## config.mk

```make
export PLATFORM = sky130hd
export DESIGN_NAME = json_string_unescape_utf8
export DESIGN_NICKNAME = d
export VERILOG_FILES = /design/src/jsu_pkg.sv /design/src/jsu_front.sv /design/src/jsu_queue.sv /design/src/jsu_back.sv /design/src/json_string_unescape_utf8.sv
export SDC_FILE = /design/constraint.sdc
export NUM_CORES = 1
export LEC_CHECK = 0
export BUFFER_PORTS_ARGS = -buffer_cell sky130_fd_sc_hd__buf_2
export CORE_UTILIZATION = 45
export DETAILED_ROUTE_END_ITERATION = 12
export PLACE_DENSITY_LB_ADDON = 0.05
export SLEW_MARGIN = 5
export SYNTH_ARGS = -nofsm -noshare
export SYNTH_HDL_FRONTEND = slang
export SYNTH_SLANG_ARGS = --single-unit
```

## constraint.sdc

```tcl
create_clock -name clk_i -period 17 [get_ports clk_i]
set_clock_uncertainty 0.05 [all_clocks]
set_input_delay 0.85 -clock clk_i [delete_from_list [all_inputs] [get_ports clk_i]]
set_output_delay 0.85 -clock clk_i [all_outputs]
set_load 0.02 [all_outputs]
```

## src/jsu_pkg.sv

```systemverilog
package jsu_pkg;

  typedef enum logic [6:0] {
    MODE_IDLE   = 7'b0000001,
    MODE_STR    = 7'b0000010,
    MODE_ESC    = 7'b0000100,
    MODE_HEX1   = 7'b0001000,
    MODE_HIWAIT = 7'b0010000,
    MODE_HIBS   = 7'b0100000,
    MODE_HEX2   = 7'b1000000
  } mode_e;

  typedef enum logic [2:0] {
    ST_BYTE     = 3'd0,
    ST_CLOSED   = 3'd1,
    ST_NO_QUOTE = 3'd2,
    ST_BAD_ESC  = 3'd3,
    ST_BAD_HEX  = 3'd4,
    ST_UNTERM   = 3'd5
  } status_e;

  localparam logic [7:0] CH_NUL    = 8'h00;
  localparam logic [7:0] CH_QUOTE  = 8'h22;
  localparam logic [7:0] CH_SLASH  = 8'h2F;
  localparam logic [7:0] CH_BSLASH = 8'h5C;
  localparam logic [7:0] CH_B      = 8'h62;
  localparam logic [7:0] CH_F      = 8'h66;
  localparam logic [7:0] CH_N      = 8'h6E;
  localparam logic [7:0] CH_R      = 8'h72;
  localparam logic [7:0] CH_T      = 8'h74;
  localparam logic [7:0] CH_U      = 8'h75;

  localparam logic [15:0] HI_SURR_MIN = 16'hD800;
  localparam logic [15:0] HI_SURR_MAX = 16'hDBFF;
  // 0x10000 - 0xDC00, folded into the pair sum
  localparam logic [20:0] PAIR_BIAS   = 21'h02400;

  // Up to four result words produced by one input byte; only the final one
  // may carry a non-zero status.
  typedef struct packed {
    logic [1:0]      last_idx;
    logic [3:0][7:0] bytes;
    status_e         status;
  } bundle_t;

  typedef struct packed {
    logic [2:0]      n;
    logic [3:0][7:0] b;
  } utf8_t;

  typedef struct packed {
    logic       emit;
    logic [7:0] b;
    status_e    st;
    mode_e      next;
    logic       clear;
  } step_t;

  function automatic logic [4:0] hex_value(input logic [7:0] c);
    logic [4:0] r;
    r = '0;
    case (c) inside
      [8'h30:8'h39]: r = {1'b1, 4'(c - 8'h30)};
      [8'h61:8'h66]: r = {1'b1, 4'(c - 8'h57)};
      [8'h41:8'h46]: r = {1'b1, 4'(c - 8'h37)};
      default:       r = '0;
    endcase
    return r;
  endfunction

  function automatic utf8_t utf8_enc(input logic [20:0] cp);
    utf8_t r;
    r = '0;
    if (cp < 21'h80) begin
      r.n    = 3'd1;
      r.b[0] = cp[7:0];
    end else if (cp < 21'h800) begin
      r.n    = 3'd2;
      r.b[0] = {3'b110, cp[10:6]};
      r.b[1] = {2'b10, cp[5:0]};
    end else if (cp < 21'h10000) begin
      r.n    = 3'd3;
      r.b[0] = {4'b1110, cp[15:12]};
      r.b[1] = {2'b10, cp[11:6]};
      r.b[2] = {2'b10, cp[5:0]};
    end else begin
      r.n    = 3'd4;
      r.b[0] = {5'b11110, cp[20:18]};
      r.b[1] = {2'b10, cp[17:12]};
      r.b[2] = {2'b10, cp[11:6]};
      r.b[3] = {2'b10, cp[5:0]};
    end
    return r;
  endfunction

  function automatic step_t string_step(input logic [7:0] c);
    step_t s;
    s = '{emit: 1'b1, b: c, st: ST_BYTE, next: MODE_STR, clear: 1'b0};
    if (c == CH_QUOTE) begin
      s = '{emit: 1'b1, b: 8'h00, st: ST_CLOSED, next: MODE_IDLE, clear: 1'b1};
    end else if (c == CH_NUL) begin
      s = '{emit: 1'b1, b: 8'h00, st: ST_UNTERM, next: MODE_IDLE, clear: 1'b1};
    end else if (c == CH_BSLASH) begin
      s = '{emit: 1'b0, b: 8'h00, st: ST_BYTE, next: MODE_ESC, clear: 1'b0};
    end
    return s;
  endfunction

  function automatic step_t escape_step(input logic [7:0] c);
    step_t s;
    s = '{emit: 1'b1, b: c, st: ST_BYTE, next: MODE_STR, clear: 1'b0};
    case (c)
      CH_QUOTE, CH_BSLASH, CH_SLASH: s.b = c;
      CH_B: s.b = 8'h08;
      CH_F: s.b = 8'h0C;
      CH_N: s.b = 8'h0A;
      CH_R: s.b = 8'h0D;
      CH_T: s.b = 8'h09;
      CH_U: s = '{emit: 1'b0, b: 8'h00, st: ST_BYTE, next: MODE_HEX1, clear: 1'b1};
      default: s = '{emit: 1'b1, b: 8'h00, st: ST_BAD_ESC, next: MODE_IDLE, clear: 1'b1};
    endcase
    return s;
  endfunction

endpackage

```

## src/jsu_front.sv

```systemverilog
module jsu_front (
  input  logic             clk_i,
  input  logic             rst_ni,
  input  logic             take_i,
  input  logic [7:0]       in_byte_i,
  output logic             wr_o,
  output jsu_pkg::bundle_t wr_data_o
);
  import jsu_pkg::*;

  mode_e       mode_q, mode_d;
  logic [15:0] acc_q, acc_d;
  logic [1:0]  dc_q, dc_d;
  logic [15:0] hi_q, hi_d;

  logic [4:0]  hex_r;
  logic [15:0] full_w;
  utf8_t       cp_enc, hi_enc, pair_enc;
  logic [20:0] pair_cp;
  step_t       str_s, esc_s, app_s;
  logic        app_en;
  logic [1:0]  app_idx;

  logic [2:0]      n;
  logic [3:0][7:0] bytes;
  status_e         status;

  assign hex_r   = hex_value(in_byte_i);
  assign full_w  = {acc_q[11:0], hex_r[3:0]};
  assign cp_enc  = utf8_enc({5'd0, full_w});
  assign hi_enc  = utf8_enc({5'd0, hi_q});
  assign pair_cp = {1'b0, hi_q[9:0], 10'd0} + {5'd0, full_w} + PAIR_BIAS;
  assign pair_enc = utf8_enc(pair_cp);
  assign str_s   = string_step(in_byte_i);
  assign esc_s   = escape_step(in_byte_i);

  always_comb begin
    mode_d  = mode_q;
    acc_d   = acc_q;
    dc_d    = dc_q;
    hi_d    = hi_q;
    n       = 3'd0;
    bytes   = '0;
    status  = ST_BYTE;
    app_en  = 1'b0;
    app_s   = str_s;
    app_idx = 2'd0;

    case (mode_q)
      MODE_STR: begin
        app_en = 1'b1;
      end
      MODE_ESC: begin
        app_en = 1'b1;
        app_s  = esc_s;
      end
      MODE_HEX1, MODE_HEX2: begin
        if (!hex_r[4]) begin
          n        = 3'd1;
          status   = ST_BAD_HEX;
          mode_d   = MODE_IDLE;
          acc_d    = '0;
          dc_d     = '0;
          hi_d     = '0;
        end else if (dc_q != 2'd3) begin
          acc_d = full_w;
          dc_d  = dc_q + 2'd1;
        end else begin
          acc_d = '0;
          dc_d  = '0;
          if (mode_q == MODE_HEX2) begin
            hi_d   = '0;
            n      = pair_enc.n;
            bytes  = pair_enc.b;
            mode_d = MODE_STR;
          end else if (full_w >= HI_SURR_MIN && full_w <= HI_SURR_MAX) begin
            hi_d   = full_w;
            mode_d = MODE_HIWAIT;
          end else begin
            n      = cp_enc.n;
            bytes  = cp_enc.b;
            mode_d = MODE_STR;
          end
        end
      end
      MODE_HIWAIT, MODE_HIBS: begin
        if (mode_q == MODE_HIWAIT && in_byte_i == CH_BSLASH) begin
          mode_d = MODE_HIBS;
        end else if (mode_q == MODE_HIBS && in_byte_i == CH_U) begin
          mode_d = MODE_HEX2;
          acc_d  = '0;
          dc_d   = '0;
        end else begin
          // flush the lone high surrogate, then handle the byte as usual
          n       = hi_enc.n;
          bytes   = hi_enc.b;
          hi_d    = '0;
          app_en  = 1'b1;
          app_idx = 2'd3;
          if (mode_q == MODE_HIBS) begin
            app_s = esc_s;
          end
        end
      end
      default: begin
        acc_d = '0;
        dc_d  = '0;
        hi_d  = '0;
        if (in_byte_i == CH_QUOTE) begin
          mode_d = MODE_STR;
        end else begin
          n      = 3'd1;
          status = ST_NO_QUOTE;
          mode_d = MODE_IDLE;
        end
      end
    endcase

    if (app_en) begin
      mode_d = app_s.next;
      if (app_s.emit) begin
        bytes[app_idx] = app_s.b;
        status         = app_s.st;
        n              = n + 3'd1;
      end
      if (app_s.clear) begin
        acc_d = '0;
        dc_d  = '0;
        hi_d  = '0;
      end
    end
  end

  assign wr_o                = take_i && (n != 3'd0);
  assign wr_data_o.last_idx  = 2'(n - 3'd1);
  assign wr_data_o.bytes     = bytes;
  assign wr_data_o.status    = status;

  always_ff @(posedge clk_i or negedge rst_ni) begin
    if (!rst_ni) begin
      mode_q <= MODE_IDLE;
      acc_q  <= '0;
      dc_q   <= '0;
      hi_q   <= '0;
    end else if (take_i) begin
      mode_q <= mode_d;
      acc_q  <= acc_d;
      dc_q   <= dc_d;
      hi_q   <= hi_d;
    end
  end

endmodule

```

## src/jsu_queue.sv

```systemverilog
module jsu_queue #(
  parameter int unsigned DEPTH = 4
) (
  input  logic             clk_i,
  input  logic             rst_ni,
  input  logic             wr_i,
  input  jsu_pkg::bundle_t wr_data_i,
  output logic             full_o,
  input  logic             rd_i,
  output jsu_pkg::bundle_t rd_data_o,
  output logic             empty_o
);
  import jsu_pkg::*;

  localparam int unsigned AW = (DEPTH > 1) ? $clog2(DEPTH) : 1;
  localparam int unsigned CW = $clog2(DEPTH + 1);
  localparam logic [AW-1:0] LAST_PTR  = AW'(DEPTH - 1);
  localparam logic [CW-1:0] DEPTH_CNT = CW'(DEPTH);

  bundle_t       mem_q [DEPTH];
  logic [AW-1:0] wr_ptr_q, rd_ptr_q;
  logic [CW-1:0] cnt_q;
  logic          do_wr, do_rd;

  assign full_o    = (cnt_q == DEPTH_CNT);
  assign empty_o   = (cnt_q == '0);
  assign do_wr     = wr_i && !full_o;
  assign do_rd     = rd_i && !empty_o;
  assign rd_data_o = mem_q[rd_ptr_q];

  always_ff @(posedge clk_i) begin
    if (do_wr) begin
      mem_q[wr_ptr_q] <= wr_data_i;
    end
  end

  always_ff @(posedge clk_i or negedge rst_ni) begin
    if (!rst_ni) begin
      wr_ptr_q <= '0;
      rd_ptr_q <= '0;
      cnt_q    <= '0;
    end else begin
      if (do_wr) begin
        wr_ptr_q <= (wr_ptr_q == LAST_PTR) ? '0 : wr_ptr_q + AW'(1);
      end
      if (do_rd) begin
        rd_ptr_q <= (rd_ptr_q == LAST_PTR) ? '0 : rd_ptr_q + AW'(1);
      end
      if (do_wr && !do_rd) begin
        cnt_q <= cnt_q + CW'(1);
      end else if (do_rd && !do_wr) begin
        cnt_q <= cnt_q - CW'(1);
      end
    end
  end

endmodule

```

## src/jsu_back.sv

```systemverilog
module jsu_back (
  input  logic             clk_i,
  input  logic             rst_ni,
  input  jsu_pkg::bundle_t head_i,
  input  logic             head_empty_i,
  output logic             head_rd_o,
  input  logic             pop_i,
  output logic             empty_o,
  output logic [7:0]       out_byte_o,
  output logic [2:0]       status_o,
  output logic             last_o
);
  import jsu_pkg::*;

  logic [1:0] idx_q;
  logic       is_last;
  logic       take;

  assign is_last    = (idx_q == head_i.last_idx);
  assign empty_o    = head_empty_i;
  assign take       = pop_i && !head_empty_i;
  assign head_rd_o  = take && is_last;
  assign out_byte_o = head_i.bytes[idx_q];
  assign status_o   = is_last ? head_i.status : ST_BYTE;
  assign last_o     = is_last;

  // step through the words of the head bundle, release it after its last
  always_ff @(posedge clk_i or negedge rst_ni) begin
    if (!rst_ni) begin
      idx_q <= '0;
    end else if (take) begin
      idx_q <= is_last ? 2'd0 : idx_q + 2'd1;
    end
  end

endmodule

```

## src/json_string_unescape_utf8.sv

```systemverilog
// JSON string literal unescaper with UTF-8 output.
// Input side is a queue write port: a text byte is taken on a rising edge
// with push high and full low, starting at the opening quote.
// Output side is a queue read port: while empty is low the oldest result
// word (out_byte_o, status_o, last_o) is shown; pop takes it.
// Each input byte yields zero to four words; last_o marks the final word of
// a byte, and status_o is non-zero only on a close or error word.
// The decoder handles a byte combinationally; its bundle, if it has words, is
// written into the queue on the edge that takes the byte. Throughput: one
// input byte per cycle while full is low, one result word per cycle while
// pop is high and empty is low; each pop drains one word of the head bundle,
// so a byte that yields several words holds its bundle for that many pops.
// The queue holds QUEUE_DEPTH bundles; full rises when it is full, so a
// stalled receiver holds the input back after that many bundles.
// Reset clears the decoder to idle (awaiting the opening quote), empties the
// queue and rewinds the output word index; nothing else needs clearing.
module json_string_unescape_utf8 #(
  parameter int unsigned QUEUE_DEPTH = 4
) (
  input  logic       clk_i,
  input  logic       rst_ni,
  input  logic       push,
  output logic       full,
  input  logic [7:0] in_byte_i,
  output logic       empty,
  input  logic       pop,
  output logic [7:0] out_byte_o,
  output logic [2:0] status_o,
  output logic       last_o
);
  import jsu_pkg::*;

  logic    take;
  logic    q_wr, q_rd, q_empty;
  bundle_t q_wdata, q_rdata;

  assign take = push && !full;

  jsu_front u_front (
    .clk_i     (clk_i),
    .rst_ni    (rst_ni),
    .take_i    (take),
    .in_byte_i (in_byte_i),
    .wr_o      (q_wr),
    .wr_data_o (q_wdata)
  );

  jsu_queue #(
    .DEPTH (QUEUE_DEPTH)
  ) u_queue (
    .clk_i     (clk_i),
    .rst_ni    (rst_ni),
    .wr_i      (q_wr),
    .wr_data_i (q_wdata),
    .full_o    (full),
    .rd_i      (q_rd),
    .rd_data_o (q_rdata),
    .empty_o   (q_empty)
  );

  jsu_back u_back (
    .clk_i        (clk_i),
    .rst_ni       (rst_ni),
    .head_i       (q_rdata),
    .head_empty_i (q_empty),
    .head_rd_o    (q_rd),
    .pop_i        (pop),
    .empty_o      (empty),
    .out_byte_o   (out_byte_o),
    .status_o     (status_o),
    .last_o       (last_o)
  );

endmodule
```

==> results.md <==
* Outcome: finished, final reports clean
* DRC at 0
* Std-Cell Rows at 54
* Clock-pin slew on the worst setup and hold paths at 0.08 ns
* Crit path launch type: flop
* Crit path max fanout at 35
* CTS H-tree lvls at 4
* # diodes at 0
* Max Buffers Root-to-Sink at 2
* CTS Sinks at 186
* Synth cell types at 78
* Setup Crit Path Kind: reg -> reg
* Max cap viols at 0
* Worst-skew pair later-pin latency at 0.43 ns
* RSZ-0062 raised after global routing: no
* GRT Max-Usage Layer: met2
* Top post-synthesis cells by area: edfxtp_1, dfrtp_1, mux4_2
* Area share of the largest cell type after synthesis at 0.4179
* Pre-antenna DRT Iters at 6
* Number of synthesis warnings at 0
* Fin crit period at 5.931 ns
* Commonest non-fill, non-tap cell in the layout: edfxtp_1
* Total Wirelength at 28,730 um
* Period utilisation layout at 0.3489
* Syn avg cell area at 12.11 sq um
* Filler instances at 1,922
* Commonest cells after routing, fill and taps aside: edfxtp_1, nand2_1, nor2_1
* Grt met1 use at 0.3618
* Largest net degree at the start of global routing at 47
* CTS tree: built
* Port Buf Inserts at 25
* Share of layout cells above drive strength 1 at 0.1667
* Crit path DAT at 5.93 ns
* Vias after detailed routing at 7,452
* Post-layout nets at 884
* Async SR Flop Fraction at 0.2473
* Pwr/cell area at 123.9 nW/um^2
* Cell count after synthesis at 831
* CTS Hold Buffers Added at 0
* Area grow syn2layout at 10.11%
* Total CTS buffers at 17
* Initial Util at 0.4595
* Setup bufs post-CTS at 0
* Die ar. at 22,960 sq um
* Final Hold Fails at 0
* WP data required at 17.00 ns
* GPL Wtd Cong at 0.9471
* Post-route antenna net violation count at 0
* Die width at 151.5 um
* Setup violators final at 0
* Core footprint at 21,890 sq um
* Hold Path Class: reg -> reg
* Leak Pwr at 4.006 nW
* Crit end category: flop
* First-pass GRT wire length at 43,480 um
* Global route overflow at 0
* Post-cts sizing count at 0
* Routed WL per cell at 25.25 um
* Antenna violations before repair at 0
* Syn Nets at 870
* Number of global-route vias before repair at 7,032
* Syn Std Cell Area at 10,060 sq um
* Flops & latches, synth at 186
* Max-slew violations at 0
* Placed wire-length estimate at 20,500 um
* Finished Core Util at 0.5060
* DIE HEIGHT at 151.5 um
* Max frequency at 0.1686 GHz
* GR Util met2 at 0.4094
* 1st-iter DRT viols at 663
* Number of vias per cell at 6.548
* GRT met3 Usage at 0.03383
* Max VDD drop at 0.06426 mV
* Sequential-to-total area share from yosys stat at 0.5325
* IO Pins at 26
* Leading area contributor after synthesis: edfxtp_1
* All-Layer GR Usage at 0.2610
* Slew HR at 0.2151
* Post-synth EDFFs at 140
* Least-Margin Pin Slew at 1.165 ns
* Root Driver: clkbuf_16
* Final setup TNS at 0 ns
* Top_reg_cell synth: edfxtp_1
cells in the mapped netlist, types with 13 or more instances:
| cell type | number |
|---|---|
| nand3_1 | 13 |
| inv_1 | 25 |
| a22oi_1 | 13 |
| clkbuf_1 | 35 |
| o21ai_0 | 39 |
| a32o_1 | 13 |
| nand2_1 | 74 |
| dfrtp_1 | 45 |
| edfxtp_1 | 140 |
| nor2_1 | 54 |
| ha_1 | 25 |
| nor3_1 | 16 |
| mux4_2 | 42 |
| o22ai_1 | 24 |
| a21oi_1 | 43 |
power breakdown:
part	switching, mW	internal (mW)	leakage, nW	total [mW]
clock network	0.194	0.197	0.279	0.391
registers	0.0358	0.567	1.95	0.603
logic	0.208	0.170	1.77	0.379
state kept, by name, summed over array words and instances, names as in the netlist:
name and count:
u_back.idx_q 2, u_front.acc_q 12, u_front.dc_q 2, u_front.hi_q 16, u_front.mode_q 7, u_queue.cnt_q 3, u_queue.mem_q 140, u_queue.rd_ptr_q 2
u_queue.wr_ptr_q 2
critical path: stages, from the launching register on:
cell	delay, ns
dfrtp_1	0.44
ha_1	0.32
ha_1	0.24
fa_1	0.51
or3b_1	0.39
or4_4	0.44
a2bb2o_4	0.27
or3_1	0.45
o311a_1	0.34
o211a_1	0.24
ha_1	0.28
mux2i_1	0.07
ha_1	0.18
a31oi_1	0.41
and2_2	0.88
kinds of logic after synthesis:
| group | synth area share |
|---|---|
| XOR/XNOR | 0.01480 |
| adder cells (fa/ha/maj) | 0.03507 |
| multiplexers | 0.1065 |
| AND/OR/NAND/NOR | 0.1189 |
| buffers and inverters | 0.02823 |
| AO/OA/AOI/OAI | 0.1641 |
| flip-flops | 0.5325 |
area by class of cell:
| type | instances | area, sq um | area share |
|---|---|---|---|
| Clock buffer | 18 | 429.2 | 0.03874 |
| Sequential cell | 186 | 5358 | 0.4837 |
| Multi-Input combinational cell | 573 | 4438 | 0.4007 |
| Timing Repair Buffer | 42 | 252.7 | 0.02282 |
| Tap cell | 280 | 350.3 | 0.03163 |
| Inverter | 25 | 93.84 | 0.008472 |
| Clock inverter | 14 | 155.1 | 0.01401 |
metrics by stage:
| step | hold WS (ns) | std cells | instance area, sq um | total power, mW | setup slack, ns |
|---|---|---|---|---|---|
| after detailed placement | 0.4206 | 1106 | 10490 | 1.002 | 11.05 |
| after floorplan | 0.4008 | 831 | 10060 | 0.8884 | 11.34 |
| after global placement | 0.4182 | 1106 | 10490 | 0.9939 | 11.17 |
| after global routing | 0.4712 | 1138 | 11080 | 1.443 | 10.76 |
| final | 0.4336 | 1138 | 11080 | 1.373 | 11.07 |
| after CTS | 0.4306 | 1138 | 11080 | 1.391 | 11.02 |
metal layers:
layer | up-vias | routed length, um
met5 | - | 0
met4 | 0 | 1011
met2 | 337 | 13500
li1 | 3308 | -
met3 | 62 | 1736
met1 | 3745 | 12480
worst paths after layout:
check	depth (start not counted)	slack [ns]	start	endpoint
setup / recovery	14	11.07	u_front.hi_q[1]$_DFFE_PN0P_	u_queue.mem_q[0][14]$_DFFE_PP_
hold / removal	1	0.43	u_front.dc_q[0]$_DFFE_PN0P_	u_front.dc_q[0]$_DFFE_PN0P_
setup reg to reg	14	11.07	u_front.hi_q[1]$_DFFE_PN0P_	u_queue.mem_q[0][14]$_DFFE_PP_
hold reg to reg	1	0.43	u_front.dc_q[0]$_DFFE_PN0P_	u_front.dc_q[0]$_DFFE_PN0P_
max in group asynchronous	1	15.64	rst_ni	u_queue.rd_ptr_q[0]$_DFFE_PN0P_
min in group asynchronous	1	0.55	rst_ni	u_front.mode_q[3]$_DFFE_PN0P_
Note: power is estimated with default switching activity, not from simulation.
